## src/sv/dtr_pkg.sv

```systemverilog
`timescale 1ns / 1ps
`default_nettype none

package dtr_pkg;

    // Request codes carried in the mode field.
    localparam logic [1:0] MODE_UPSERT = 2'd0;
    localparam logic [1:0] MODE_CLEAR  = 2'd1;
    localparam logic [1:0] MODE_DUE    = 2'd2;
    localparam logic [1:0] MODE_RETRY  = 2'd3;

    localparam logic [7:0] RETRY_LIMIT_RESET = 8'd5;

    // Backoff values in seconds: 5 s doubled per retry, capped at 300 s.
    localparam logic [8:0] BACKOFF_BASE = 9'd5;
    localparam logic [8:0] BACKOFF_CAP  = 9'd300;

    typedef struct packed {
        logic [1:0]  mode;
        logic [6:0]  device;
        logic [7:0]  action;
        logic [31:0] deadline;
        logic [7:0]  retries;
        logic [31:0] now;
    } in_item_t;

    typedef struct packed {
        logic        hit;
        logic [6:0]  out_device;
        logic [7:0]  out_action;
        logic [31:0] out_deadline;
        logic [7:0]  out_retries;
        logic [4:0]  active_count;
    } out_item_t;

    // One stored row; the valid bit lives in flip-flops outside the memory.
    typedef struct packed {
        logic [6:0]  device;
        logic [7:0]  action;
        logic [31:0] deadline;
        logic [7:0]  retries;
    } row_t;

    // Outcome flags of one pass over the table.
    typedef struct packed {
        logic sel_found;
        logic free_found;
    } scan_flags_t;

    typedef enum logic [1:0] {
        ST_IDLE,
        ST_SCAN,
        ST_FINISH
    } state_t;

    // Backoff for a retry count already incremented.
    function automatic logic [8:0] backoff_of(input logic [7:0] r);
        logic [8:0] d;
        begin
            unique case (r)
                8'd0:    d = BACKOFF_BASE;
                8'd1:    d = BACKOFF_BASE << 1;
                8'd2:    d = BACKOFF_BASE << 2;
                8'd3:    d = BACKOFF_BASE << 3;
                8'd4:    d = BACKOFF_BASE << 4;
                8'd5:    d = BACKOFF_BASE << 5;
                default: d = BACKOFF_CAP;
            endcase
            return d;
        end
    endfunction

endpackage

`default_nettype wire

```

## src/sv/dtr_ram.sv

```systemverilog
`timescale 1ns / 1ps
`default_nettype none

module dtr_ram #(
    parameter int WIDTH = 55,
    parameter int DEPTH = 16,
    localparam int AW = (DEPTH > 1) ? $clog2(DEPTH) : 1
) (
    input  wire logic             aclk,
    input  wire logic             we,
    input  wire logic [AW-1:0]    waddr,
    input  wire logic [WIDTH-1:0] wdata,
    input  wire logic             re,
    input  wire logic [AW-1:0]    raddr,
    output logic      [WIDTH-1:0] rdata
);

    logic [WIDTH-1:0] mem [DEPTH];

    always_ff @(posedge aclk) begin
        if (we) begin
            mem[waddr] <= wdata;
        end
        if (re) begin
            rdata <= mem[raddr];
        end
    end

endmodule

`default_nettype wire

```

## src/sv/dtr_scan.sv

```systemverilog
`timescale 1ns / 1ps
`default_nettype none

module dtr_scan
    import dtr_pkg::*;
#(
    parameter int ENTRIES = 16,
    localparam int IDX_W = (ENTRIES > 1) ? $clog2(ENTRIES) : 1
) (
    input  wire logic             aclk,
    input  wire logic             aresetn,
    input  wire logic             start,
    input  wire logic             chk_valid,
    input  wire logic [IDX_W-1:0] chk_idx,
    input  wire logic             row_valid,
    input  wire row_t             rd_row,
    input  wire logic [1:0]       req_mode,
    input  wire logic [6:0]       req_device,
    input  wire logic [31:0]      req_now,
    output scan_flags_t           flags,
    output logic      [IDX_W-1:0] sel_idx,
    output row_t                  sel_row,
    output logic      [IDX_W-1:0] free_idx
);

    scan_flags_t flags_reg, flags_next;
    logic [IDX_W-1:0] sel_idx_reg, free_idx_reg;
    row_t sel_row_reg;
    logic take_sel, take_free, lookup_hit, due_hit;

    // For a due query the selected row is the earliest expired one, scanning
    // upward so that the lowest row wins a tie; otherwise it is the device's row.
    always_comb begin
        lookup_hit = row_valid && (rd_row.device == req_device) && !flags_reg.sel_found;
        due_hit    = row_valid && (rd_row.deadline <= req_now)
                     && (!flags_reg.sel_found || (rd_row.deadline < sel_row_reg.deadline));
        take_sel   = chk_valid && ((req_mode == MODE_DUE) ? due_hit : lookup_hit);
        take_free  = chk_valid && !row_valid && !flags_reg.free_found;
        flags_next = flags_reg;
        if (start) begin
            flags_next = '0;
        end else begin
            if (take_sel) begin
                flags_next.sel_found = 1'b1;
            end
            if (take_free) begin
                flags_next.free_found = 1'b1;
            end
        end
    end

    always_ff @(posedge aclk) begin
        if (!aresetn) begin
            flags_reg <= '0;
        end else begin
            flags_reg <= flags_next;
        end
    end

    always_ff @(posedge aclk) begin
        if (!start && take_sel) begin
            sel_idx_reg <= chk_idx;
            sel_row_reg <= rd_row;
        end
        if (!start && take_free) begin
            free_idx_reg <= chk_idx;
        end
    end

    assign flags    = flags_reg;
    assign sel_idx  = sel_idx_reg;
    assign sel_row  = sel_row_reg;
    assign free_idx = free_idx_reg;

endmodule

`default_nettype wire

```

## src/sv/deadline_retry_table.sv

```systemverilog
`timescale 1ns / 1ps
`default_nettype none

// Channel   Direction  Handshake             Payload
// s_        in         s_valid / s_ready     s_data (in_item_t)
// m_        out        m_valid / m_ready     m_data (out_item_t)
// cfg_      in         cfg_valid / cfg_ready cfg_wdata (retry limit, 8 bits)
//
// Each request reads every row in turn; each row is checked as it returns
// from memory, and once the last row is checked the chosen row is written
// back as the result is registered. The block accepts a new request only
// after the last one is through and it is back in idle.
// Reset is synchronous and active low; it frees every row and sets the retry
// limit to 5. A stalled result holds the write-back until the output frees.

module deadline_retry_table
    import dtr_pkg::*;
#(
    parameter int ENTRIES = 16
) (
    input  wire logic      aclk,
    input  wire logic      aresetn,
    input  wire logic      s_valid,
    output logic           s_ready,
    input  wire in_item_t  s_data,
    output logic           m_valid,
    input  wire logic      m_ready,
    output out_item_t      m_data,
    input  wire logic      cfg_valid,
    output logic           cfg_ready,
    input  wire logic [7:0] cfg_wdata
);

    localparam int IDX_W = (ENTRIES > 1) ? $clog2(ENTRIES) : 1;
    localparam int CNT_W = $clog2(ENTRIES + 1);
    localparam int ROW_W = $bits(row_t);
    localparam logic [IDX_W-1:0] LAST_IDX = IDX_W'(ENTRIES - 1);

    state_t state_reg, state_next;
    in_item_t req_reg, req_next;
    logic [7:0] retry_limit_reg;
    logic [ENTRIES-1:0] valid_reg, valid_next;
    logic [CNT_W-1:0] cnt_reg, cnt_next;
    logic [IDX_W-1:0] scan_cnt_reg, scan_cnt_next;
    logic issue_done_reg, issue_done_next;
    logic chk_valid_reg;
    logic [IDX_W-1:0] chk_idx_reg;
    logic m_valid_reg, m_valid_next;
    out_item_t m_data_reg, m_data_next;

    logic accept, issue, start, fin_go;
    logic ram_we;
    logic [IDX_W-1:0] ram_waddr;
    row_t ram_wdata;
    logic [ROW_W-1:0] ram_rdata;
    row_t rd_row;
    scan_flags_t flags;
    logic [IDX_W-1:0] sel_idx, free_idx;
    row_t sel_row;
    logic [7:0] new_retries;
    logic [31:0] new_deadline;

    assign cfg_ready = 1'b1;
    assign accept    = s_valid && s_ready;
    assign start     = accept;
    assign issue     = (state_reg == ST_SCAN) && !issue_done_reg;
    assign rd_row    = row_t'(ram_rdata);

    // Retry update: bump the count, then push the deadline out from now.
    assign new_retries  = sel_row.retries + 8'd1;
    assign new_deadline = req_reg.now + 32'(backoff_of(new_retries));

    dtr_ram #(
        .WIDTH(ROW_W),
        .DEPTH(ENTRIES)
    ) u_ram (
        .aclk  (aclk),
        .we    (ram_we),
        .waddr (ram_waddr),
        .wdata (ram_wdata),
        .re    (issue),
        .raddr (scan_cnt_reg),
        .rdata (ram_rdata)
    );

    dtr_scan #(
        .ENTRIES(ENTRIES)
    ) u_scan (
        .aclk       (aclk),
        .aresetn    (aresetn),
        .start      (start),
        .chk_valid  (chk_valid_reg),
        .chk_idx    (chk_idx_reg),
        .row_valid  (valid_reg[chk_idx_reg]),
        .rd_row     (rd_row),
        .req_mode   (req_reg.mode),
        .req_device (req_reg.device),
        .req_now    (req_reg.now),
        .flags      (flags),
        .sel_idx    (sel_idx),
        .sel_row    (sel_row),
        .free_idx   (free_idx)
    );

    always_ff @(posedge aclk) begin
        if (!aresetn) begin
            state_reg       <= ST_IDLE;
            retry_limit_reg <= RETRY_LIMIT_RESET;
            valid_reg       <= '0;
            cnt_reg         <= '0;
            issue_done_reg  <= 1'b0;
            chk_valid_reg   <= 1'b0;
            m_valid_reg     <= 1'b0;
        end else begin
            state_reg      <= state_next;
            valid_reg      <= valid_next;
            cnt_reg        <= cnt_next;
            issue_done_reg <= issue_done_next;
            chk_valid_reg  <= issue;
            m_valid_reg    <= m_valid_next;
            if (cfg_valid && cfg_ready) begin
                retry_limit_reg <= cfg_wdata;
            end
        end
    end

    // Payload registers carry no reset.
    always_ff @(posedge aclk) begin
        req_reg      <= req_next;
        scan_cnt_reg <= scan_cnt_next;
        chk_idx_reg  <= scan_cnt_reg;
        m_data_reg   <= m_data_next;
    end

    always_comb begin
        state_next      = state_reg;
        req_next        = req_reg;
        scan_cnt_next   = scan_cnt_reg;
        issue_done_next = issue_done_reg;
        valid_next      = valid_reg;
        cnt_next        = cnt_reg;
        m_valid_next    = m_valid_reg && !m_ready;
        m_data_next     = m_data_reg;
        s_ready         = 1'b0;
        ram_we          = 1'b0;
        ram_waddr       = sel_idx;
        ram_wdata       = sel_row;
        fin_go          = 1'b0;

        unique case (state_reg)
            ST_IDLE: begin
                s_ready = 1'b1;
                if (s_valid) begin
                    req_next        = s_data;
                    scan_cnt_next   = '0;
                    issue_done_next = 1'b0;
                    state_next      = ST_SCAN;
                end
            end
            ST_SCAN: begin
                if (issue) begin
                    if (scan_cnt_reg == LAST_IDX) begin
                        issue_done_next = 1'b1;
                    end else begin
                        scan_cnt_next = scan_cnt_reg + 1'b1;
                    end
                end
                if (chk_valid_reg && (chk_idx_reg == LAST_IDX)) begin
                    state_next = ST_FINISH;
                end
            end
            ST_FINISH: begin
                // Wait here while an earlier result still sits in the output register.
                fin_go = !m_valid_reg || m_ready;
                if (fin_go) begin
                    m_data_next = '0;
                    unique case (req_reg.mode)
                        MODE_UPSERT: begin
                            if (flags.sel_found || flags.free_found) begin
                                ram_we    = 1'b1;
                                ram_waddr = flags.sel_found ? sel_idx : free_idx;
                                ram_wdata = '{device:   req_reg.device,
                                              action:   req_reg.action,
                                              deadline: req_reg.deadline,
                                              retries:  req_reg.retries};
                                valid_next[ram_waddr] = 1'b1;
                                if (!flags.sel_found) begin
                                    cnt_next = cnt_reg + 1'b1;
                                end
                                m_data_next.hit          = 1'b1;
                                m_data_next.out_device   = req_reg.device;
                                m_data_next.out_action   = req_reg.action;
                                m_data_next.out_deadline = req_reg.deadline;
                                m_data_next.out_retries  = req_reg.retries;
                            end
                        end
                        MODE_CLEAR: begin
                            // Only the valid bit is dropped; an upsert rewrites all fields.
                            if (flags.sel_found) begin
                                valid_next[sel_idx]      = 1'b0;
                                cnt_next                 = cnt_reg - 1'b1;
                                m_data_next.hit          = 1'b1;
                                m_data_next.out_device   = sel_row.device;
                                m_data_next.out_action   = sel_row.action;
                                m_data_next.out_deadline = sel_row.deadline;
                                m_data_next.out_retries  = sel_row.retries;
                            end
                        end
                        MODE_DUE: begin
                            if (flags.sel_found) begin
                                m_data_next.hit          = 1'b1;
                                m_data_next.out_device   = sel_row.device;
                                m_data_next.out_action   = sel_row.action;
                                m_data_next.out_deadline = sel_row.deadline;
                                m_data_next.out_retries  = sel_row.retries;
                            end
                        end
                        MODE_RETRY: begin
                            if (flags.sel_found && (sel_row.retries < retry_limit_reg)) begin
                                ram_we    = 1'b1;
                                ram_waddr = sel_idx;
                                ram_wdata = '{device:   sel_row.device,
                                              action:   sel_row.action,
                                              deadline: new_deadline,
                                              retries:  new_retries};
                                m_data_next.hit          = 1'b1;
                                m_data_next.out_device   = sel_row.device;
                                m_data_next.out_action   = sel_row.action;
                                m_data_next.out_deadline = new_deadline;
                                m_data_next.out_retries  = new_retries;
                            end
                        end
                        default: begin
                        end
                    endcase
                    m_data_next.active_count = 5'(cnt_next);
                    m_valid_next             = 1'b1;
                    state_next               = ST_IDLE;
                end
            end
            default: begin
                state_next = ST_IDLE;
            end
        endcase
    end

    assign m_valid = m_valid_reg;
    assign m_data  = m_data_reg;

    // The active count always matches the number of valid rows.
    a_count_matches: assert property (@(posedge aclk) disable iff (!aresetn)
        cnt_reg == CNT_W'($countones(valid_reg)))
        else $error("active count differs from number of valid rows");

    // An accepted request always starts a table pass.
    a_accept_scans: assert property (@(posedge aclk) disable iff (!aresetn)
        accept |=> (state_reg == ST_SCAN) && !issue_done_reg && !chk_valid_reg)
        else $error("accepted request did not start a scan");

    // An upsert finds no row only when the table is full.
    a_upsert_full: assert property (@(posedge aclk) disable iff (!aresetn)
        (state_reg == ST_FINISH) && (req_reg.mode == MODE_UPSERT)
        && !flags.sel_found && !flags.free_found |-> cnt_reg == CNT_W'(ENTRIES))
        else $error("upsert dropped while a row was free");

    // The row memory is written only in the write-back cycle.
    a_write_in_finish: assert property (@(posedge aclk) disable iff (!aresetn)
        ram_we |-> (state_reg == ST_FINISH) && fin_go)
        else $error("row memory written outside write-back");

    // A result appears in the cycle after a write-back.
    a_result_follows: assert property (@(posedge aclk) disable iff (!aresetn)
        fin_go |=> m_valid_reg && (state_reg == ST_IDLE))
        else $error("write-back produced no result");

endmodule

`default_nettype wire
```

## config.mk

```make
export PLATFORM = sky130hd
export DESIGN_NAME = deadline_retry_table
export DESIGN_NICKNAME = d
export VERILOG_FILES = /design/src/sv/dtr_pkg.sv /design/src/sv/dtr_ram.sv /design/src/sv/dtr_scan.sv /design/src/sv/deadline_retry_table.sv
export SDC_FILE = /design/constraint.sdc
export NUM_CORES = 1
export LEC_CHECK = 0
export ABC_AREA = 1
export BUFFER_PORTS_ARGS = -buffer_cell sky130_fd_sc_hd__clkbuf_2
export CORE_MARGIN = 3
export CORE_UTILIZATION = 48
export DETAILED_ROUTE_END_ITERATION = 8
export GPL_TIMING_DRIVEN = 0
export PLACE_DENSITY = 0.6
export SLEW_MARGIN = 20
export SYNTH_ARGS = -nofsm -noshare
export SYNTH_HDL_FRONTEND = slang
export SYNTH_SLANG_ARGS = --single-unit
```

## constraint.sdc

```tcl
create_clock -name aclk -period 10.2 [get_ports aclk]
set_clock_uncertainty 0.05 [all_clocks]
set_input_delay 1.02 -clock aclk [delete_from_list [all_inputs] [get_ports aclk]]
set_output_delay 1.02 -clock aclk [all_outputs]
set_load 0.005 [all_outputs]
```

==> report_table.html <==
<table>
<tr><th>Metric</th><th>Value</th></tr>
<tr><th colspan="2">Power</th></tr>
<tr><td>PwrDens</td><td>about 190 nW/µm²</td></tr>
<tr><td>Leak</td><td>around 20 nW</td></tr>
<tr><td>IR drop worst, VDD</td><td>0.204 mV</td></tr>
<tr><th colspan="2">CTS</th></tr>
<tr><td>Clock tree sinks</td><td>~1200</td></tr>
<tr><td>Count of hold-fix buffers inserted at cts</td><td>0</td></tr>
<tr><td>H-tree depth</td><td>3</td></tr>
<tr><td>Worst-path clk slew</td><td>60 ps</td></tr>
<tr><td>Source-to-sink clock delay at the later pin of the worst-skew pair</td><td>a little over 700 ps</td></tr>
<tr><td>Number of cells upsized or downsized after cts</td><td>0</td></tr>
<tr><td>Cell chosen for the clock root</td><td>sky130_fd_sc_hd__clkbuf_16</td></tr>
<tr><td>Max Root-Sink Buffers</td><td>3</td></tr>
<tr><td>Setup repair bufs after CTS</td><td>0</td></tr>
<tr><td>CTS tree</td><td>done</td></tr>
<tr><td>TritonCTS Buffers</td><td>120</td></tr>
<tr><th colspan="2">Critical path</th></tr>
<tr><td>Kind of start point of the critical path</td><td>flop</td></tr>
<tr><td>Worst path most repeated cell</td><td>sky130_fd_sc_hd__nand3_1</td></tr>
<tr><td>Worst endpoint data arrival time</td><td>about 5200 ps</td></tr>
<tr><td>Worst-path cell chain</td><td>ha_1 &gt; nand3_1 &gt; nor3_1 &gt; xor2_1 &gt; inv_1 &gt; nand2_2 &gt; nor4_1 &gt; ha_1 &gt; inv_1 &gt; fa_1 &gt; inv_1 &gt; nand3_1 &gt; nand3_1 &gt; nand2_1 &gt; nand3_1 &gt; buf_2 &gt; nand3_1 &gt; nand2_1 &gt; nand3_1 &gt; nand2_1 &gt; nand2_1 &gt; nand2_1</td></tr>
<tr><td>Category of the worst setup path capture point</td><td>flop</td></tr>
<tr><td>Critical path class</td><td>flop to flop</td></tr>
<tr><td>Crit path largest cell delay</td><td>600 ps</td></tr>
<tr><td>Cell family with most CP delay</td><td>simple AND/OR/NAND/NOR gates</td></tr>
<tr><td>Worst EP required</td><td>around 11000 ps</td></tr>
<tr><td>Number of buffer and inverter stages on the critical path</td><td>4</td></tr>
<tr><td>Critical path peak fanout</td><td>16</td></tr>
<tr><td>Cell type of the slowest stage on the worst timing path</td><td>sky130_fd_sc_hd__nand2_1</td></tr>
<tr><th colspan="2">Logic synthesis</th></tr>
<tr><td>Nets in the synthesized netlist</td><td>4391</td></tr>
<tr><td>Main area contributors after synthesis</td><td>sky130_fd_sc_hd__edfxtp_1 (69%), sky130_fd_sc_hd__o21ai_0 (5.4%), sky130_fd_sc_hd__nand2_1 (4.6%), sky130_fd_sc_hd__nor2_1 (4.5%), sky130_fd_sc_hd__ha_1 (2.4%)</td></tr>
<tr><td>Number of synthesized register bits</td><td>around 1200</td></tr>
<tr><td>Synth Area in Adders</td><td>0.0239</td></tr>
<tr><td>Multiplexer area fraction after synthesis</td><td>0</td></tr>
<tr><td>Proportion of netlist area held by the largest area contributor</td><td>0.692</td></tr>
<tr><td>Number of flops mapped to enable cells by yosys</td><td>about 1200</td></tr>
<tr><td>Dominant combinational cell family by area after synthesis</td><td>simple AND/OR/NAND/NOR gates</td></tr>
<tr><td>Most repeated cell in the gate-level netlist after synthesis</td><td>sky130_fd_sc_hd__edfxtp_1</td></tr>
<tr><td>Count of warnings emitted by yosys</td><td>0</td></tr>
<tr><td>Syn_area_per_cell</td><td>11.9 µm²</td></tr>
<tr><td>Compound-Gate Fraction of Synth Area</td><td>0.110</td></tr>
<tr><td>Leading area contributor after synthesis</td><td>sky130_fd_sc_hd__edfxtp_1</td></tr>
<tr><td>Fraction of registers with async set or reset after synthesis</td><td>0</td></tr>
<tr><td>Most used DFF post-synth</td><td>sky130_fd_sc_hd__edfxtp_1</td></tr>
<tr><td>Number of unique standard cell types used by synthesis</td><td>48</td></tr>
<tr><td>Post-synthesis cell area</td><td>~50000 µm²</td></tr>
<tr><td>Part of the Yosys area used for sequential elements</td><td>0.708</td></tr>
<tr><td>Commonest cells in the netlist</td><td>sky130_fd_sc_hd__edfxtp_1 (1152), sky130_fd_sc_hd__nand2_1 (610), sky130_fd_sc_hd__nor2_1 (606)</td></tr>
<tr><td>Gate count after technology mapping</td><td>about 4200</td></tr>
<tr><td>Simple-gate share of the synthesized area</td><td>0.118</td></tr>
<tr><td>Synthesized-area fraction occupied by xor and xnor cells</td><td>0.00333</td></tr>
<tr><th colspan="2">Timing</th></tr>
<tr><td>TNS Setup</td><td>0 ps</td></tr>
<tr><td>Maximum clock frequency</td><td>206 MHz</td></tr>
<tr><td>Final critical-path required period</td><td>roughly 4900 ps</td></tr>
<tr><td>Final period util</td><td>0.477</td></tr>
<tr><td>Worst slew margin relative to its limit</td><td>0.258</td></tr>
<tr><td>Count of final setup violators</td><td>0</td></tr>
<tr><td>RSZ-0062 raised after global routing</td><td>no</td></tr>
<tr><td>Final slew viol count</td><td>0</td></tr>
<tr><td>Post-route worst hold slack</td><td>~330 ps</td></tr>
<tr><td>Tightest Pin Transition</td><td>about 1100 ps</td></tr>
<tr><td>Hold Violations, Final</td><td>0</td></tr>
<tr><th colspan="2">Job</th></tr>
<tr><td>Number of max-cap violations</td><td>0</td></tr>
<tr><th colspan="2">Die</th></tr>
<tr><td>Die span in x</td><td>between 300 and 400 µm</td></tr>
<tr><td>I/O pins</td><td>approximately 170</td></tr>
<tr><td>Area inside the core boundary</td><td>between 100000 and 150000 µm²</td></tr>
<tr><td>Die height</td><td>approximately 330 µm</td></tr>
<tr><td>Floorplan die area</td><td>108000 µm²</td></tr>
<tr><td>Initial Util</td><td>0.487</td></tr>
<tr><td>Std-Cell Rows</td><td>between 100 and 150</td></tr>
<tr><th colspan="2">Placed design</th></tr>
<tr><td>Final Wtd Congestion</td><td>slightly above 0.9</td></tr>
<tr><td>Count of input and output buffers</td><td>between 150 and 200</td></tr>
<tr><td>HPWL Detailed</td><td>~110 mm</td></tr>
<tr><th colspan="2">Final layout</th></tr>
<tr><td>NumNets Final</td><td>4743</td></tr>
<tr><td>Area growth syn-to-layout</td><td>15.7%</td></tr>
<tr><td>Proportion of layout cells with a drive suffix above 1</td><td>0.120</td></tr>
<tr><td>Flip-flop count of the largest register, all copies and words added</td><td>880</td></tr>
<tr><th colspan="2">Drt</th></tr>
<tr><td>First DRT Iteration DRCs</td><td>between 3000 and 4000</td></tr>
<tr><td>Post-detailed-routing wire length</td><td>about 150 mm</td></tr>
<tr><td>DR DRC count</td><td>0</td></tr>
<tr><td>Number of vias per cell after detailed routing</td><td>approximately 5.7</td></tr>
<tr><td>Total number of vias</td><td>~35000</td></tr>
<tr><td>Average wire per standard cell</td><td>roughly 25 µm</td></tr>
<tr><td>Number of nets still failing antenna checks after routing</td><td>0</td></tr>
<tr><td>Router iterations before antenna repair</td><td>8</td></tr>
<tr><th colspan="2">Global routing</th></tr>
<tr><td>Initial antenna violation count</td><td>3</td></tr>
<tr><td>Met2 Resource Use GR</td><td>0.441</td></tr>
<tr><td>Most used routing layer in global routing</td><td>met2</td></tr>
<tr><td>Met1 track utilization from global routing</td><td>0.380</td></tr>
<tr><td>Pin count of the biggest net entering global routing</td><td>71</td></tr>
<tr><td>Wire length of the first global-routing pass</td><td>roughly 220 mm</td></tr>
<tr><td>Total GRT Usage</td><td>0.278</td></tr>
<tr><td>Number of global-route vias before repair</td><td>around 34000</td></tr>
<tr><td>Global-route track usage on met3</td><td>0.0563</td></tr>
<tr><td>Remaining global-route overflow</td><td>0</td></tr>
<tr><th colspan="2">Status</th></tr>
<tr><td>Result of the run</td><td>finished clean</td></tr>
<tr><th colspan="2">Min path</th></tr>
<tr><td>Path type of the worst min-delay path</td><td>flop to flop</td></tr>
</table>
cells in the final DEF, fill, tap and decap left out, drive strengths merged, types with 6 or more instances in the layout:
master	count
a21boi	6
a21oi	96
a22oi	9
buf	130
bufinv	14
clkbuf	461
clkinv	53
clkinvlp	7
dfxtp	40
edfxtp	1152
ha	94
inv	254
nand2	616
nand3	176
nand4	11
nor2	612
nor3	38
o211ai	22
o21ai	558
o221ai	93
o22ai	156
xnor2	6
xor2	13
logic make-up after synthesis:
kind of cell / Yosys count
flip-flops: 1192
XOR/XNOR: 19
other: 1
adder cells (fa/ha/maj): 95
AND/OR/NAND/NOR: 1462
AO/OA/AOI/OAI: 958
buffers and inverters: 467
area by class of cell:
type	instances	area, µm²
Sequential cell	1192	35400
Timing Repair Buffer	230	1930
Fill cell	8569	44700
Clock inverter	76	782
Antenna cell	3	7.51
Inverter	252	953
Buffer	215	900
Multi-Input combinational cell	2535	13100
Tap cell	1368	1710
Clock buffer	146	3160
report_power, final:
part / internal, mW / switching, mW
Combinational: 0.281 / 0.770
Sequential: 5.40 / 0.0475
Clock: 2.56 / 1.87
Total: 8.23 / 2.69
metrics by stage:
stage	instance area [µm²]	setup slack (ps)	power [mW]	instances	utilization
after floorplan	50000	2500	6.12	4194	-
after global placement	52500	-2890	6.56	5725	0.512
after detailed placement	53900	5340	6.58	5789	0.525
after CTS	57800	5310	11.0	6011	0.564
after global routing	57900	4900	11.3	6014	0.564
final	57900	5340	10.9	6017	0.564
routing by layer:
metal | wire (µm) | vias up
met3 | 14300 | 279
met1 | 62100 | 16800
li1 | - | 15900
met4 | 5580 | 0
met5 | 0 | -
met2 | 69500 | 1657
final timing paths:
check / endpoint / slack, ps / cells past startpoint / start
setup / recovery: u_ram.mem[1][38]$_DFFE_PP_ / 5340 / 22 / u_scan.sel_row[1]$_DFFE_PP_
hold / removal: chk_idx_reg[2]$_DFF_P_ / 330 / 0 / scan_cnt_reg[2]$_SDFFCE_PN0P_
setup reg to reg: u_ram.mem[1][38]$_DFFE_PP_ / 5340 / 22 / u_scan.sel_row[1]$_DFFE_PP_
hold reg to reg: chk_idx_reg[2]$_DFF_P_ / 330 / 0 / scan_cnt_reg[2]$_SDFFCE_PN0P_
Power figures use the tool's default switching activity.
